[src/rtl/sem_pkg.sv]
// ----------------------------------------------------------------------------
// sem_pkg
// Shared types and constants for the Sobel edge magnitude block.
// ----------------------------------------------------------------------------
package sem_pkg;

    localparam int PIX_W      = 8;
    localparam int POS_W      = 7;
    localparam int DIM_W      = 8;
    localparam int MAX_WIDTH  = 128;
    localparam int MAX_HEIGHT = 128;
    localparam int DIM_MIN    = 3;
    localparam int LS_ADDR_W  = $clog2(MAX_WIDTH);
    localparam int LS_DATA_W  = 2 * PIX_W;

    // Configuration register indexes
    localparam logic REG_IMAGE_WIDTH  = 1'b0;
    localparam logic REG_IMAGE_HEIGHT = 1'b1;

    // Classified pixel, passed from front to back
    typedef struct packed {
        logic [PIX_W-1:0] pixel;
        logic [POS_W-1:0] col;
        logic             produce;
        logic [POS_W-1:0] row_o;
        logic [POS_W-1:0] col_o;
        logic             last;
    } item_t;

    // Result item
    typedef struct packed {
        logic [PIX_W-1:0] edge_value;
        logic [POS_W-1:0] row;
        logic [POS_W-1:0] col;
        logic             last;
    } res_t;

endpackage

[src/rtl/sem_ram.sv]
// ----------------------------------------------------------------------------
// sem_ram
// Generic single write port, single read port RAM with registered read.
// ----------------------------------------------------------------------------
module sem_ram #(
    parameter int DATA_W = 8,
    parameter int DEPTH  = 128
) (
    input  logic                     clk,
    input  logic                     wr_en,
    input  logic [$clog2(DEPTH)-1:0] wr_addr,
    input  logic [DATA_W-1:0]        wr_data,
    input  logic                     rd_en,
    input  logic [$clog2(DEPTH)-1:0] rd_addr,
    output logic [DATA_W-1:0]        rd_data
);

    logic [DATA_W-1:0] mem_reg [DEPTH];
    logic [DATA_W-1:0] rd_data_reg;

    // Write port
    always_ff @(posedge clk)
    begin
        if (wr_en)
        begin
            mem_reg[wr_addr] <= wr_data;
        end
    end

    // Registered read port
    always_ff @(posedge clk)
    begin
        if (rd_en)
        begin
            rd_data_reg <= mem_reg[rd_addr];
        end
    end

    assign rd_data = rd_data_reg;

endmodule

[src/rtl/sem_queue.sv]
// ----------------------------------------------------------------------------
// sem_queue
// Two-entry item queue between the front and back parts.
// ----------------------------------------------------------------------------
module sem_queue (
    input  logic          clk,
    input  logic          rst_n,
    input  logic          push,
    input  sem_pkg::item_t push_item,
    output logic          not_full,
    input  logic          pop,
    output logic          head_valid,
    output sem_pkg::item_t head_item
);

    sem_pkg::item_t slot_reg [2];
    logic           wr_ptr_reg, wr_ptr_next;
    logic           rd_ptr_reg, rd_ptr_next;
    logic [1:0]     cnt_reg, cnt_next;

    // Advance pointers and fill count
    always_comb
    begin
        wr_ptr_next = push ? ~wr_ptr_reg : wr_ptr_reg;
        rd_ptr_next = pop ? ~rd_ptr_reg : rd_ptr_reg;
        cnt_next    = cnt_reg + 2'(push) - 2'(pop);
    end

    always_ff @(posedge clk or negedge rst_n)
    begin
        if (!rst_n)
        begin
            wr_ptr_reg <= 1'b0;
            rd_ptr_reg <= 1'b0;
            cnt_reg    <= 2'd0;
        end
        else
        begin
            wr_ptr_reg <= wr_ptr_next;
            rd_ptr_reg <= rd_ptr_next;
            cnt_reg    <= cnt_next;
        end
    end

    // Store entries
    always_ff @(posedge clk)
    begin
        if (push)
        begin
            slot_reg[wr_ptr_reg] <= push_item;
        end
    end

    assign not_full   = (cnt_reg != 2'd2);
    assign head_valid = (cnt_reg != 2'd0);
    assign head_item  = slot_reg[rd_ptr_reg];

endmodule

[src/rtl/sem_front.sv]
// ----------------------------------------------------------------------------
// sem_front
// Accepts pixels, holds geometry registers and position counters, and
// tags each pixel with its window position and whether it yields a result.
// ----------------------------------------------------------------------------
module sem_front (
    input  logic                      clk,
    input  logic                      rst_n,
    input  logic                      cfg_wr_en,
    input  logic                      cfg_index,
    input  logic [sem_pkg::DIM_W-1:0] cfg_data,
    input  logic                      in_valid,
    output logic                      in_ready,
    input  logic [sem_pkg::PIX_W-1:0] pixel,
    input  logic                      frame_start,
    input  logic                      q_not_full,
    output logic                      q_push,
    output sem_pkg::item_t            q_item
);

    logic [sem_pkg::DIM_W-1:0] width_reg, width_next;
    logic [sem_pkg::DIM_W-1:0] height_reg, height_next;
    logic [sem_pkg::POS_W-1:0] col_reg, col_next;
    logic [sem_pkg::POS_W-1:0] row_reg, row_next;

    logic [sem_pkg::DIM_W-1:0] w_eff;
    logic [sem_pkg::DIM_W-1:0] h_eff;
    logic [sem_pkg::POS_W-1:0] c;
    logic [sem_pkg::POS_W-1:0] r;
    logic [sem_pkg::DIM_W-1:0] c_inc;
    logic [sem_pkg::DIM_W-1:0] r_inc;

    // Decode configuration writes
    always_comb
    begin
        width_next  = width_reg;
        height_next = height_reg;
        if (cfg_wr_en)
        begin
            unique case (cfg_index)
                sem_pkg::REG_IMAGE_WIDTH:  width_next  = cfg_data;
                sem_pkg::REG_IMAGE_HEIGHT: height_next = cfg_data;
                default: ;
            endcase
        end
    end

    // Clamp geometry to the supported range
    always_comb
    begin
        if (width_reg < sem_pkg::DIM_W'(sem_pkg::DIM_MIN))
            w_eff = sem_pkg::DIM_W'(sem_pkg::DIM_MIN);
        else if (width_reg > sem_pkg::DIM_W'(sem_pkg::MAX_WIDTH))
            w_eff = sem_pkg::DIM_W'(sem_pkg::MAX_WIDTH);
        else
            w_eff = width_reg;

        if (height_reg < sem_pkg::DIM_W'(sem_pkg::DIM_MIN))
            h_eff = sem_pkg::DIM_W'(sem_pkg::DIM_MIN);
        else if (height_reg > sem_pkg::DIM_W'(sem_pkg::MAX_HEIGHT))
            h_eff = sem_pkg::DIM_W'(sem_pkg::MAX_HEIGHT);
        else
            h_eff = height_reg;
    end

    assign in_ready = q_not_full;
    assign q_push   = in_valid && q_not_full;

    // Classify the pixel and advance the raster position
    always_comb
    begin
        c = frame_start ? '0 : col_reg;
        r = frame_start ? '0 : row_reg;

        q_item.pixel   = pixel;
        q_item.col     = c;
        q_item.produce = (r >= sem_pkg::POS_W'(2)) && (c >= sem_pkg::POS_W'(2));
        q_item.row_o   = r - sem_pkg::POS_W'(1);
        q_item.col_o   = c - sem_pkg::POS_W'(1);
        q_item.last    = ({1'b0, r} == h_eff - sem_pkg::DIM_W'(1))
                      && ({1'b0, c} == w_eff - sem_pkg::DIM_W'(1));

        c_inc = {1'b0, c} + sem_pkg::DIM_W'(1);
        r_inc = {1'b0, r} + sem_pkg::DIM_W'(1);

        col_next = col_reg;
        row_next = row_reg;
        if (q_push)
        begin
            if (c_inc >= w_eff)
            begin
                col_next = '0;
                row_next = (r_inc >= h_eff) ? '0 : r_inc[sem_pkg::POS_W-1:0];
            end
            else
            begin
                col_next = c_inc[sem_pkg::POS_W-1:0];
                row_next = r;
            end
        end
    end

    always_ff @(posedge clk or negedge rst_n)
    begin
        if (!rst_n)
        begin
            width_reg  <= sem_pkg::DIM_W'(80);
            height_reg <= sem_pkg::DIM_W'(60);
            col_reg    <= '0;
            row_reg    <= '0;
        end
        else
        begin
            width_reg  <= width_next;
            height_reg <= height_next;
            col_reg    <= col_next;
            row_reg    <= row_next;
        end
    end

endmodule

[src/rtl/sem_back.sv]
// ----------------------------------------------------------------------------
// sem_back
// Reads the line store RAM, slides the 3x3 window, computes |Gx|+|Gy| and
// holds results in a two-entry output buffer.
// ----------------------------------------------------------------------------
module sem_back (
    input  logic                      clk,
    input  logic                      rst_n,
    input  logic                      q_valid,
    input  sem_pkg::item_t            q_item,
    output logic                      q_pop,
    output logic                      out_valid,
    input  logic                      out_ready,
    output sem_pkg::res_t             out_res
);

    localparam int SUM_W = sem_pkg::PIX_W + 2;

    // Line store port signals
    logic                          ls_wr_en;
    logic [sem_pkg::LS_ADDR_W-1:0] ls_wr_addr;
    logic [sem_pkg::LS_DATA_W-1:0] ls_wr_data;
    logic [sem_pkg::LS_ADDR_W-1:0] ls_rd_addr;
    logic [sem_pkg::LS_DATA_W-1:0] ls_rd_data;

    // Compute stage
    logic                          s1_valid_reg;
    sem_pkg::item_t                s1_item_reg;
    logic                          byp_hit_reg, byp_hit_next;
    logic [sem_pkg::LS_DATA_W-1:0] byp_data_reg;
    logic [sem_pkg::PIX_W-1:0]     win_reg [6];

    logic [sem_pkg::PIX_W-1:0]     t2, m2, b2;
    logic [SUM_W-1:0]              sum_l, sum_r, sum_t, sum_b;
    logic signed [SUM_W:0]         gx, gy;
    logic [SUM_W-1:0]              abs_x, abs_y;
    logic [SUM_W:0]                mag;
    sem_pkg::res_t                 res;

    // Output buffer
    sem_pkg::res_t                 ob_reg [2];
    logic                          ob_wr_reg, ob_rd_reg;
    logic [1:0]                    ob_cnt_reg, ob_cnt_next;
    logic                          ob_push, ob_pop;
    logic [2:0]                    occ;

    sem_ram #(
        .DATA_W (sem_pkg::LS_DATA_W),
        .DEPTH  (sem_pkg::MAX_WIDTH)
    ) u_line_store (
        .clk     (clk),
        .wr_en   (ls_wr_en),
        .wr_addr (ls_wr_addr),
        .wr_data (ls_wr_data),
        .rd_en   (q_pop),
        .rd_addr (ls_rd_addr),
        .rd_data (ls_rd_data)
    );

    // Pop only when the output buffer has room for everything in flight
    assign ob_pop  = out_valid && out_ready;
    assign occ     = 3'(ob_cnt_reg) + 3'(s1_valid_reg) - 3'(ob_pop);
    assign q_pop   = q_valid && (occ <= 3'd1);

    assign ls_rd_addr = q_item.col[sem_pkg::LS_ADDR_W-1:0];
    assign ls_wr_en   = s1_valid_reg;
    assign ls_wr_addr = s1_item_reg.col[sem_pkg::LS_ADDR_W-1:0];
    assign ls_wr_data = {m2, b2};

    // Forward a write that lands on the slot being read in the same cycle
    assign byp_hit_next = q_pop && s1_valid_reg && (ls_rd_addr == ls_wr_addr);

    // Window column and gradients
    always_comb
    begin
        {t2, m2} = byp_hit_reg ? byp_data_reg : ls_rd_data;
        b2       = s1_item_reg.pixel;

        sum_r = SUM_W'(t2) + {1'b0, m2, 1'b0} + SUM_W'(b2);
        sum_l = SUM_W'(win_reg[0]) + {1'b0, win_reg[1], 1'b0} + SUM_W'(win_reg[2]);
        sum_t = SUM_W'(win_reg[0]) + {1'b0, win_reg[3], 1'b0} + SUM_W'(t2);
        sum_b = SUM_W'(win_reg[2]) + {1'b0, win_reg[5], 1'b0} + SUM_W'(b2);

        gx = signed'({1'b0, sum_r}) - signed'({1'b0, sum_l});
        gy = signed'({1'b0, sum_t}) - signed'({1'b0, sum_b});

        abs_x = gx[SUM_W] ? SUM_W'(-gx) : SUM_W'(gx);
        abs_y = gy[SUM_W] ? SUM_W'(-gy) : SUM_W'(gy);
        mag   = {1'b0, abs_x} + {1'b0, abs_y};

        res.edge_value = (mag > (SUM_W+1)'(255)) ? '1 : mag[sem_pkg::PIX_W-1:0];
        res.row        = s1_item_reg.row_o;
        res.col        = s1_item_reg.col_o;
        res.last       = s1_item_reg.last;
    end

    assign ob_push = s1_valid_reg && s1_item_reg.produce;

    // Compute stage control
    always_ff @(posedge clk or negedge rst_n)
    begin
        if (!rst_n)
        begin
            s1_valid_reg <= 1'b0;
            byp_hit_reg  <= 1'b0;
        end
        else
        begin
            s1_valid_reg <= q_pop;
            byp_hit_reg  <= byp_hit_next;
        end
    end

    // Compute stage payload and bypass data
    always_ff @(posedge clk)
    begin
        if (q_pop)
        begin
            s1_item_reg  <= q_item;
            byp_data_reg <= ls_wr_data;
        end
    end

    // Slide the window one column
    always_ff @(posedge clk or negedge rst_n)
    begin
        if (!rst_n)
        begin
            for (int i = 0; i < 6; i++)
            begin
                win_reg[i] <= '0;
            end
        end
        else if (s1_valid_reg)
        begin
            win_reg[0] <= win_reg[3];
            win_reg[1] <= win_reg[4];
            win_reg[2] <= win_reg[5];
            win_reg[3] <= t2;
            win_reg[4] <= m2;
            win_reg[5] <= b2;
        end
    end

    // Output buffer control
    assign ob_cnt_next = ob_cnt_reg + 2'(ob_push) - 2'(ob_pop);

    always_ff @(posedge clk or negedge rst_n)
    begin
        if (!rst_n)
        begin
            ob_wr_reg  <= 1'b0;
            ob_rd_reg  <= 1'b0;
            ob_cnt_reg <= 2'd0;
        end
        else
        begin
            ob_wr_reg  <= ob_push ? ~ob_wr_reg : ob_wr_reg;
            ob_rd_reg  <= ob_pop ? ~ob_rd_reg : ob_rd_reg;
            ob_cnt_reg <= ob_cnt_next;
        end
    end

    always_ff @(posedge clk)
    begin
        if (ob_push)
        begin
            ob_reg[ob_wr_reg] <= res;
        end
    end

    assign out_valid = (ob_cnt_reg != 2'd0);
    assign out_res   = ob_reg[ob_rd_reg];

endmodule

[src/rtl/sobel_edge_magnitude.sv]
// ----------------------------------------------------------------------------
// sobel_edge_magnitude
// 3x3 Sobel gradient magnitude |Gx|+|Gy| over a raster pixel stream.
// ----------------------------------------------------------------------------
//  Channel | Handshake             | Payload
//  --------+-----------------------+------------------------------------------
//  in      | in_valid / in_ready   | pixel, frame_start
//  out     | out_valid / out_ready | edge_value, out_row, out_col, frame_last
//  cfg     | cfg_wr_en             | cfg_index, cfg_data (write only)
//
//  One pixel per cycle sustained while out_ready holds. A result passes the
//  two-entry item queue, compute stage register and two-entry output buffer.
//  The single line store RAM (read and write each cycle) sets the rate.
//  Reset clears counters, window and queues, not the line store. Output
//  stalls fill the output buffer, then the item queue, before in_ready drops.
// ----------------------------------------------------------------------------
module sobel_edge_magnitude (
    input  logic                      clk,
    input  logic                      rst_n,
    input  logic                      cfg_wr_en,
    input  logic                      cfg_index,
    input  logic [sem_pkg::DIM_W-1:0] cfg_data,
    input  logic                      in_valid,
    output logic                      in_ready,
    input  logic [sem_pkg::PIX_W-1:0] pixel,
    input  logic                      frame_start,
    output logic                      out_valid,
    input  logic                      out_ready,
    output logic [sem_pkg::PIX_W-1:0] edge_value,
    output logic [sem_pkg::POS_W-1:0] out_row,
    output logic [sem_pkg::POS_W-1:0] out_col,
    output logic                      frame_last
);

    logic           q_not_full;
    logic           q_push;
    sem_pkg::item_t q_push_item;
    logic           q_pop;
    logic           q_valid;
    sem_pkg::item_t q_head;
    sem_pkg::res_t  out_res;

    sem_front u_front (
        .clk         (clk),
        .rst_n       (rst_n),
        .cfg_wr_en   (cfg_wr_en),
        .cfg_index   (cfg_index),
        .cfg_data    (cfg_data),
        .in_valid    (in_valid),
        .in_ready    (in_ready),
        .pixel       (pixel),
        .frame_start (frame_start),
        .q_not_full  (q_not_full),
        .q_push      (q_push),
        .q_item      (q_push_item)
    );

    sem_queue u_queue (
        .clk        (clk),
        .rst_n      (rst_n),
        .push       (q_push),
        .push_item  (q_push_item),
        .not_full   (q_not_full),
        .pop        (q_pop),
        .head_valid (q_valid),
        .head_item  (q_head)
    );

    sem_back u_back (
        .clk       (clk),
        .rst_n     (rst_n),
        .q_valid   (q_valid),
        .q_item    (q_head),
        .q_pop     (q_pop),
        .out_valid (out_valid),
        .out_ready (out_ready),
        .out_res   (out_res)
    );

    assign edge_value = out_res.edge_value;
    assign out_row    = out_res.row;
    assign out_col    = out_res.col;
    assign frame_last = out_res.last;

endmodule

[config.mk]
export PLATFORM = sky130hd
export DESIGN_NAME = sobel_edge_magnitude
export DESIGN_NICKNAME = d
export VERILOG_FILES = /design/src/rtl/sem_pkg.sv /design/src/rtl/sem_ram.sv /design/src/rtl/sem_queue.sv /design/src/rtl/sem_front.sv /design/src/rtl/sem_back.sv /design/src/rtl/sobel_edge_magnitude.sv
export SDC_FILE = /design/constraint.sdc
export NUM_CORES = 2
export LEC_CHECK = 0
export ABC_AREA = 1
export BUFFER_PORTS_ARGS = -buffer_cell sky130_fd_sc_hd__buf_2
export CAP_MARGIN = 20
export CORE_MARGIN = 4
export CORE_UTILIZATION = 51
export DETAILED_ROUTE_END_ITERATION = 7
export GPL_TIMING_DRIVEN = 0
export MAX_ROUTING_LAYER = met4
export PLACE_DENSITY = 0.71
export SLEW_MARGIN = 25
export SYNTH_ARGS = -nofsm -noshare
export SYNTH_HDL_FRONTEND = slang
export SYNTH_HIERARCHICAL = 1
export SYNTH_SLANG_ARGS = --single-unit
[constraint.sdc]
create_clock -name clk -period 11 [get_ports clk]
set_clock_uncertainty 0.1 [all_clocks]
set_input_delay 1.1 -clock clk [delete_from_list [all_inputs] [get_ports clk]]
set_output_delay 1.1 -clock clk [all_outputs]
set_load 0.01 [all_outputs]
==> run metrics <==
initial antenna violation count 19; r2r worst-path depth 21; status finished with violations; Final Setup Violations 0; Die X 445 um; leading post-synthesis cells by cell area edfxtp_1 68%, nand3_1 11%, nand2_1 9.5%; Inst Count DP 11100; clk sink count 2307; RSZ-0062 raised after global routing false; Ys Warns 6; CTS tree yes; largest area contributor in the synthesized netlist edfxtp_1; failing checks DRC; chip height 445 um; max FFs per register 2048; Reg clk slew, reported paths 0.06 ns; Max Cap Viol 0; GR Util All Layers 35.2%; pin count of the biggest net entering global routing 89; drt drc 1; Detailed Route WL 344000 um; DR vias 71600; post-synthesis async set-or-reset flop share 3.81%; final antenna-violating net count 0; Port Buffer Count 39; Crit Path Class reg2reg; Max Freq 0.143 GHz; HP Class in2async; critical-path maximum fanout 44; global-route wire length before repair 480000 um; post-CTS setup buffer count 0; cell row count 160; area of the multi-input gates 25600 um^2; Crit. End Element register; register area 68800 um^2; Post-DP HPWL 245000 um; Core Box Area 190000 um^2; Top Ports 48; share of layout cells above drive strength 1 12.4%; Post-CTS Hold Buffers 0; area delta synth->final 15.1%; Post-Layout Cell Count 11500; CTS Buf Count 223; Net Count, Synth 8483; synthesis-stage register bit count 2307; Nets 8923; vias in the first global route 66100; Fillers 14800; Longest Clk Path Bufs 3; critical path arrival 7.47 ns; Hold Violations, Final 0; drt pass-1 iters 8; sequential-to-total area share from yosys stat 70.7%; Avg Inst Size Synth 11.7 um^2; vias per cell 6.23; full die area 198000 um^2; final RePlAce weighted congestion 1.01; Initial Utilization 51.3%; most common flop cell mapped by yosys edfxtp_1; Root Buffer clkbuf_16; fin crit share 63.8%; total gr overflow 0; library cells used by synthesis 51; minimum clock period 7.01 ns; initial DRC count 12200; Post-Syn Area 97400 um^2; Synth top area share 68.4%; Mapped Cells 8331; Worst Tran Pin Value 1.22 ns; Startpoint Class register; insertion delay to the later sink of the worst-skew pair 0.89 ns; post-cts resize count 0; Slew HR 18.8%; Post-synth EDFFs 2219; worst hold slack 0.0842 ns; H-Tree Depth 4; Max Slew Vio Count 0; WL/cell 29.9 um; WP data required 11.45 ns
## layout by cell type (no fill, tap or decap), drive strengths merged
cell,instances
ha,65
nand3b,4
or2,3
dfstp,6
edfxtp,2219
fa,64
clkinv,92
xor2,37
mux2i,4
nand2,2483
inv,334
o2111ai,2
dfrtp,82
a221oi,1
o22ai,1
nor3,21
bufinv,11
a211oi,2
clkinvlp,7
mux2,7
nor4,2
buf,608
a21oi,30
a21o,1
and2,1
nand4,22
clkbuf,399
a31oi,9
diode,19
xnor2,11
o21bai,2
o21ai,121
nand3,2093
nor2,214
o21a,1
## synthesized netlist by cell type (all sizes together), types with 21 or more instances
cell type / n
nand2: 2483
edfxtp: 2219
nand3: 2093
buf: 394
inv: 325
nor2: 214
o21ai: 121
clkbuf: 102
dfrtp: 82
ha: 65
fa: 64
xor2: 37
a21oi: 30
nand4: 22
nor3: 21
## final cells by class
cell class	count	area share [%]
diodes	19	0.0424
plain buffers	496	2.41
clock buffers	296	5.27
clock inverters	117	0.910
inverters	327	1.12
multi-input cells	5201	22.8
flip-flops and latches	2307	61.4
well taps	2511	2.80
repair buffers	215	3.25
## critical path: stages (launching register included)
cell      delay, ns
dfrtp_1        0.36
clkbuf_1       0.66
mux2_8         0.60
fa_1           0.55
fa_1           0.51
inv_1          0.06
fa_1           0.53
inv_1          0.04
ha_1           0.38
a21oi_1        0.28
o21ai_0        0.11
nand2_1        0.09
nand3_2        0.14
inv_1          0.23
o21ai_0        0.23
fa_1           0.51
nand3_1        0.12
nand3_2        0.10
a21oi_1        0.27
nor3_1         0.09
nor3_2         0.44
nand4_1        0.28
## routing by layer
metal / routed length (um) / track usage [%] / part of all wire [%]
met5: 0 / - / 0
met4: 21000 / 17.5 / 6.1
met3: 55200 / 11.3 / 16
met2: 145000 / 49.2 / 42
met1: 123000 / 46.6 / 36
## path summary, 6_finish.rpt
check / from / end / slack (ns)
min in group clk: pixel[6] / u_queue/slot_reg[0][29] / 0.31
max reg2reg: u_back/byp_hit_reg / u_back/ob_reg[0][19] / 3.99
min: rst_n / u_back/win_reg[1] / 0.08
max: u_back/byp_hit_reg / u_back/ob_reg[0][19] / 3.99
max in group asynchronous: rst_n / u_front/height_reg[5] / 10.05
min reg2reg: u_back/res[1] / u_back/ob_reg[1][1] / 0.34
## cells by family (layout without fill, tap and decap cells)
| kind of cell | count (synthesis) | count (layout) | share of synthesized area, % |
|---|---|---|---|
| XOR/XNOR | 48 | 48 | 0.447 |
| other | 0 | 19 | 0 |
| buffers and inverters | 823 | 1451 | 4.01 |
| flip-flops | 2307 | 2307 | 70.7 |
| multiplexers | 11 | 11 | 0.122 |
| AND/OR/NAND/NOR | 4843 | 4843 | 21.6 |
| AO/OA/AOI/OAI | 170 | 170 | 1.05 |
| adder cells (fa/ha/maj) | 129 | 129 | 2.15 |
## stage by stage
step	area (um^2)	worst slack, ns	util (%)	TNS, ns
floorplan	97400	2.57	-	0
global placement	101000	-0.939	53.0	-4.63
detailed placement	105000	3.99	55.4	0
CTS	112000	4.00	59.0	0
global route	112000	3.42	59.0	0
finish	112000	3.99	59.0	0
Power is not shown: default switching activity piles up to over one toggle a cycle in this logic, so the estimate is an artifact.
